**src/sv/totp_pkg.sv**
```systemverilog
package totp_pkg;

  localparam int KeyBytesDef = 64;
  localparam int MaxDriftDef = 15;

  typedef enum logic [1:0] {
    CMD_LOAD     = 2'd0,
    CMD_GENERATE = 2'd1,
    CMD_VALIDATE = 2'd2,
    CMD_NONE     = 2'd3
  } cmd_e;

  typedef enum logic [2:0] {
    REG_DIGITS  = 3'd0,
    REG_STEP    = 3'd1,
    REG_BACK    = 3'd2,
    REG_FORWARD = 3'd3,
    REG_KEYLEN  = 3'd4
  } reg_e;

  localparam int CfgIdxW  = 3;
  localparam int CfgDataW = 31;

  typedef struct packed {
    logic [1:0]  command;
    logic [3:0]  key_slot;
    logic [31:0] key_word;
    logic [63:0] time_or_counter;
    logic [26:0] token;
  } totp_in_t;

  typedef struct packed {
    logic [26:0] code;
    logic        matched;
    logic [63:0] match_counter;
  } totp_out_t;

  typedef logic [31:0] word_t;

  function automatic word_t rotl(input word_t x, input int unsigned n);
    rotl = (x << n) | (x >> (32 - n));
  endfunction

  function automatic word_t iv_word(input logic [2:0] i);
    case (i)
      3'd0:    iv_word = 32'h67452301;
      3'd1:    iv_word = 32'hEFCDAB89;
      3'd2:    iv_word = 32'h98BADCFE;
      3'd3:    iv_word = 32'h10325476;
      default: iv_word = 32'hC3D2E1F0;
    endcase
  endfunction

endpackage

```
**src/sv/totp_sha1_core.sv**
```systemverilog
// One SHA-1 compression, one round per cycle, chain kept here.
module totp_sha1_core (
  input  logic                  clk_i,
  input  logic                  rst_ni,
  input  logic                  init_i,
  input  logic                  start_i,
  input  logic [15:0][31:0]     block_i,
  output logic                  done_o,
  output logic [4:0][31:0]      chain_o
);
  import totp_pkg::*;

  word_t        w_q [16];
  word_t        a_q, b_q, c_q, d_q, e_q;
  word_t        h_q [5];
  logic [6:0]   t_q;
  logic         run_q;
  logic         done_q;

  word_t        w_new, wt, f, k, tmp;
  logic [3:0]   ti;

  assign ti = t_q[3:0];

  always_comb begin
    w_new = rotl(w_q[ti - 4'd3] ^ w_q[ti - 4'd8] ^ w_q[ti - 4'd14] ^ w_q[ti], 1);
    wt = (t_q < 7'd16) ? w_q[ti] : w_new;
    if (t_q < 7'd20) begin
      f = (b_q & c_q) | (~b_q & d_q); k = 32'h5A827999;
    end else if (t_q < 7'd40) begin
      f = b_q ^ c_q ^ d_q;            k = 32'h6ED9EBA1;
    end else if (t_q < 7'd60) begin
      f = (b_q & c_q) | (b_q & d_q) | (c_q & d_q); k = 32'h8F1BBCDC;
    end else begin
      f = b_q ^ c_q ^ d_q;            k = 32'hCA62C1D6;
    end
    tmp = rotl(a_q, 5) + f + e_q + k + wt;
  end

  // start_i with init_i begins a new hash from the IV
  always_ff @(posedge clk_i or negedge rst_ni) begin
    if (!rst_ni) begin
      run_q  <= 1'b0;
      done_q <= 1'b0;
      t_q    <= '0;
      a_q    <= '0;
      b_q    <= '0;
      c_q    <= '0;
      d_q    <= '0;
      e_q    <= '0;
      for (int i = 0; i < 5; i++) h_q[i] <= '0;
      for (int i = 0; i < 16; i++) w_q[i] <= '0;
    end else begin
      done_q <= 1'b0;
      if (start_i) begin
        for (int i = 0; i < 16; i++) w_q[i] <= block_i[i];
        if (init_i) begin
          for (int i = 0; i < 5; i++) h_q[i] <= iv_word(3'(i));
          a_q <= iv_word(3'd0); b_q <= iv_word(3'd1); c_q <= iv_word(3'd2);
          d_q <= iv_word(3'd3); e_q <= iv_word(3'd4);
        end else begin
          a_q <= h_q[0]; b_q <= h_q[1]; c_q <= h_q[2]; d_q <= h_q[3]; e_q <= h_q[4];
        end
        t_q <= '0;
        run_q <= 1'b1;
      end else if (run_q) begin
        if (t_q >= 7'd16) w_q[ti] <= w_new;
        e_q <= d_q; d_q <= c_q; c_q <= rotl(b_q, 30); b_q <= a_q; a_q <= tmp;
        if (t_q == 7'd79) begin
          run_q <= 1'b0;
          done_q <= 1'b1;
          h_q[0] <= h_q[0] + tmp;
          h_q[1] <= h_q[1] + a_q;
          h_q[2] <= h_q[2] + rotl(b_q, 30);
          h_q[3] <= h_q[3] + c_q;
          h_q[4] <= h_q[4] + d_q;
        end else begin
          t_q <= t_q + 7'd1;
        end
      end
    end
  end

  assign done_o = done_q;
  always_comb for (int i = 0; i < 5; i++) chain_o[i] = h_q[i];
endmodule

```
**config.mk**
```make
export PLATFORM = sky130hd
export DESIGN_NAME = totp_sha1_core
export DESIGN_NICKNAME = d
export VERILOG_FILES = /design/src/sv/totp_pkg.sv /design/src/sv/totp_sha1_core.sv
export SDC_FILE = /design/constraint.sdc
export NUM_CORES = 2
export LEC_CHECK = 0
export ABC_CLOCK_PERIOD_IN_PS = 13830
export BUFFER_PORTS_ARGS = -buffer_cell sky130_fd_sc_hd__buf_2
export CAP_MARGIN = 10
export CORE_ASPECT_RATIO = 0.5
export CORE_MARGIN = 5
export CORE_UTILIZATION = 60
export DETAILED_ROUTE_END_ITERATION = 8
export MAX_ROUTING_LAYER = met4
export PLACE_DENSITY_LB_ADDON = 0.12
export SLEW_MARGIN = 15
export SYNTH_ARGS = -nofsm -noshare
export SYNTH_HDL_FRONTEND = slang
export SYNTH_SLANG_ARGS = --single-unit
```
**constraint.sdc**
```tcl
create_clock -name clk_i -period 13.83 [get_ports clk_i]
set_clock_uncertainty 0.05 [all_clocks]
set_input_delay 1.383 -clock clk_i [delete_from_list [all_inputs] [get_ports clk_i]]
set_output_delay 1.383 -clock clk_i [all_outputs]
set_load 0.03 [all_outputs]
```
==> results.cfg <==
[grt]
grt_max_degree = 180
grt_pass1_vias = 53000
grt_util_met1 = 0.569
grt_util_met2 = 0.646
met3_usage = 0.138
grt_pass1_wl_mm = 347
antenna_found_initial = 26
grt-busiest-layer = met2
gr-total-overflow = 0
gr-usage-all-layers = 0.453

[placed_design]
dp_slack_ns = 2.68
placed_cell_area_sq_um = 64000
gp_congestion = 0.984
dp.final_hpwl_mm = 164
port_buffers = 676

[critical_path]
critPathRequiredTime_ns = 14.40
start_kind = flip-flop
criticalPathCategory = reg -> reg
crit_arrival_ns = 12.18
crit_fanout = 96
cp_common_cell = a21oi_1
crit_path_top_delay_cell = dfrtp_4
critPathMaxStageDelay_ns = 0.89
critPathCaptureType = flip-flop

[layout]
ff_latch_area_sq_um = 21100
area_delta_synth_final_pct = 12.0
final_util = 0.680
nFillCells = 7632
drive_gt1_frac = 0.236
multiInputGateArea_sq_um = 36200
stdcell_area_sq_um = 66800
nets = 6990

[pwr]
p_total_mw = 14.3
p_comb_frac = 0.615
ir_worst_vdd_mv = 0.327
seqPwrFrac = 0.219
pwr-share-clk = 0.166
p_int_mw = 7.52
power_density_nw_per_um2 = 214
switching_power_mw = 6.76
p_leak_nw = 29.0
switching_share = 0.473

[yosys]
synth_edf_count = 0
syn_inst = 5733
yosysWarnings = 0
synth_cell_types = 74
syn-mean-instance-area_sq_um = 10.4
synth_nets = 6575
async_reset_ff_frac = 1.00
syn_area_sq_um = 59700
ys_ff_latch = 841
ys_seq_area_frac = 0.353
ys.flop_type = dfrtp_1

[timing]
fin_crit_sh = 0.839
min_period_ns = 11.60
finalMaxSlewViolations = 0
rsz0062_at_grt = false
hold_viol = 0
slew-limit-headroom = 0.158
max_slew.worst_pin.slew_ns = 1.26
finalWorstSetupSlack_ns = 2.23
finalSetupViolations = 0
setup_tns_ns = 0
fmax_mhz = 86.2

[die]
initial_core_util = 0.608
rows = 81
io_pins = 677
die_x_microns = 456
die_y_microns = 233
dieArea_sq_um = 106000
design.core.area_sq_um = 98200

[clock_network]
tritoncts = yes
clock_latency_ns = 0.71
cts_resized = 0
clock-root-buffer = clkbuf_16
cts_sinks = 841
htreeDepth = 3
cts_made_buffers = 80
worst_setup_hold_path_clk_slew_ns = 0.07
postCtsHoldBufs = 0
clk_path_buf_depth = 3
cts_setup_buffers = 0

[detailed_routing]
wl_mm = 238
drt_iter0_drc = 8114
firstDrtPassIters = 8
vias_per_cell = 7.20
drc = 0
vias = 54500
detail-route-antenna-nets = 0
post_drt_wl_per_cell_microns = 31.4

[outcome]
status = finished clean

[hold_path]
hold_class = reg -> reg

[flow_run]
drv_cap = 0
==> final cells by class <==
type                    instances  area share
repair buffers                778      0.0631
diodes                         28     0.00105
inverters                     231      0.0130
multi-input cells            4216       0.542
clock inverters                38     0.00567
clock buffers                 108      0.0347
well taps                    1328      0.0249
flip-flops and latches        841       0.315
==> layer usage <==
layer  vias up  part of all wire
met2      4301              0.44
met4         0             0.072
li1      22200                 -
met1     27000              0.36
met3       910              0.13
met5         -                 0
==> power by group through the flow <==
stage / registers (mW) / clock network (mW) / logic (mW)
final: 3.13 / 2.37 / 8.78
after global routing: 3.13 / 2.46 / 9.56
after CTS: 3.10 / 2.37 / 8.58
after detailed placement: 3.14 / 0 / 8.52
after global placement: 3.13 / 0 / 8.43
after floorplan: 2.93 / 0 / 6.33
==> sequential cells by signal, summed over array words and instances, names as in the netlist <==
register and count:
c_q 32, run_q 1, d_q 32, w_q 512, b_q 32, chain_o 160
done_o 1, a_q 32, t_q 7, e_q 32
==> placed cells by master (no fill, tap or decap), drive strengths merged, types with 17 or more instances in the layout <==
cell type,synthesis,routed
o221ai,20,20
a22oi,390,390
dfrtp,841,841
mux2i,170,170
ha,201,201
a21o,89,89
o21bai,25,25
nand4,19,19
nor2,223,223
o21a,27,27
diode,0,28
nor3,27,27
a31oi,27,27
xnor2,190,190
nand3,32,32
a21oi,309,309
o22a,76,76
and3,23,23
xor2,81,81
nand2,544,544
o21ai,876,876
fa,125,125
nand2b,67,67
inv,227,231
clkbuf,311,108
a211oi,17,17
buf,134,778
clkinv,4,27
mux4,448,448
nor2b,23,23
mux2,35,35
==> synthesized netlist by cell type, types with 170 or more instances <==
cell | instances | area (sq um)
clkbuf_1 | 311 | 1170
a21oi_1 | 309 | 1550
dfrtp_1 | 841 | 21000
a22oi_1 | 390 | 2930
nand2_1 | 544 | 2040
inv_1 | 226 | 848
mux2i_1 | 170 | 1700
mux4_2 | 445 | 10000
nor2_1 | 223 | 837
o21ai_0 | 810 | 4050
ha_1 | 201 | 2510
xnor2_1 | 188 | 1650
==> stage by stage <==
step / hold slack, ns / cells
final: 0.505 / 7568
after global placement: 0.475 / 7394
after CTS: 0.506 / 7540
after floorplan: 0.448 / 5733
after detailed placement: 0.490 / 7394
after global routing: 0.533 / 7564
==> critical path, delay by kind of cell, from the launching register on <==
| kind | cells | cell delay [ns] |
|---|---|---|
| AND/OR/NAND/NOR | 5 | 0.75 |
| buffers and inverters | 6 | 1.14 |
| XOR/XNOR | 4 | 1.09 |
| adder cells (fa/ha/maj) | 7 | 2.76 |
| AO/OA/AOI/OAI | 16 | 3.71 |
| flip-flops | 1 | 0.89 |
| multiplexers | 2 | 0.90 |
==> final timing paths <==
check | from | to | slack (ns) | cells after the start
worst min-delay path | w_q[242]$_DFFE_PN0P_ | w_q[242]$_DFFE_PN0P_ | 0.51 | 2
min in group asynchronous | rst_ni | w_q[362]$_DFFE_PN0P_ | 0.66 | 1
worst max register to register | t_q[1]$_DFFE_PN0P_ | chain_o[31]$_DFFE_PN0P_ | 2.23 | 40
worst min register to register | w_q[242]$_DFFE_PN0P_ | w_q[242]$_DFFE_PN0P_ | 0.51 | 2
max in group asynchronous | rst_ni | chain_o[48]$_DFFE_PN0P_ | 10.69 | 3
worst max-delay path | t_q[1]$_DFFE_PN0P_ | chain_o[31]$_DFFE_PN0P_ | 2.23 | 40
==> logic make-up (layout without fill, tap and decap cells) <==
kind of cell    Yosys count  count (layout)  synth area share
fa+ha+maj               326             326            0.0841
xor+xnor                271             271            0.0402
simple gates            998             998            0.0717
other cells               0              28                 0
compound gates         1968            1968             0.202
flops                   841             841             0.353
mux                     653             653             0.204
buf+inv                 676            1155            0.0454
No activity file was read; power rests on OpenSTA's default activity.
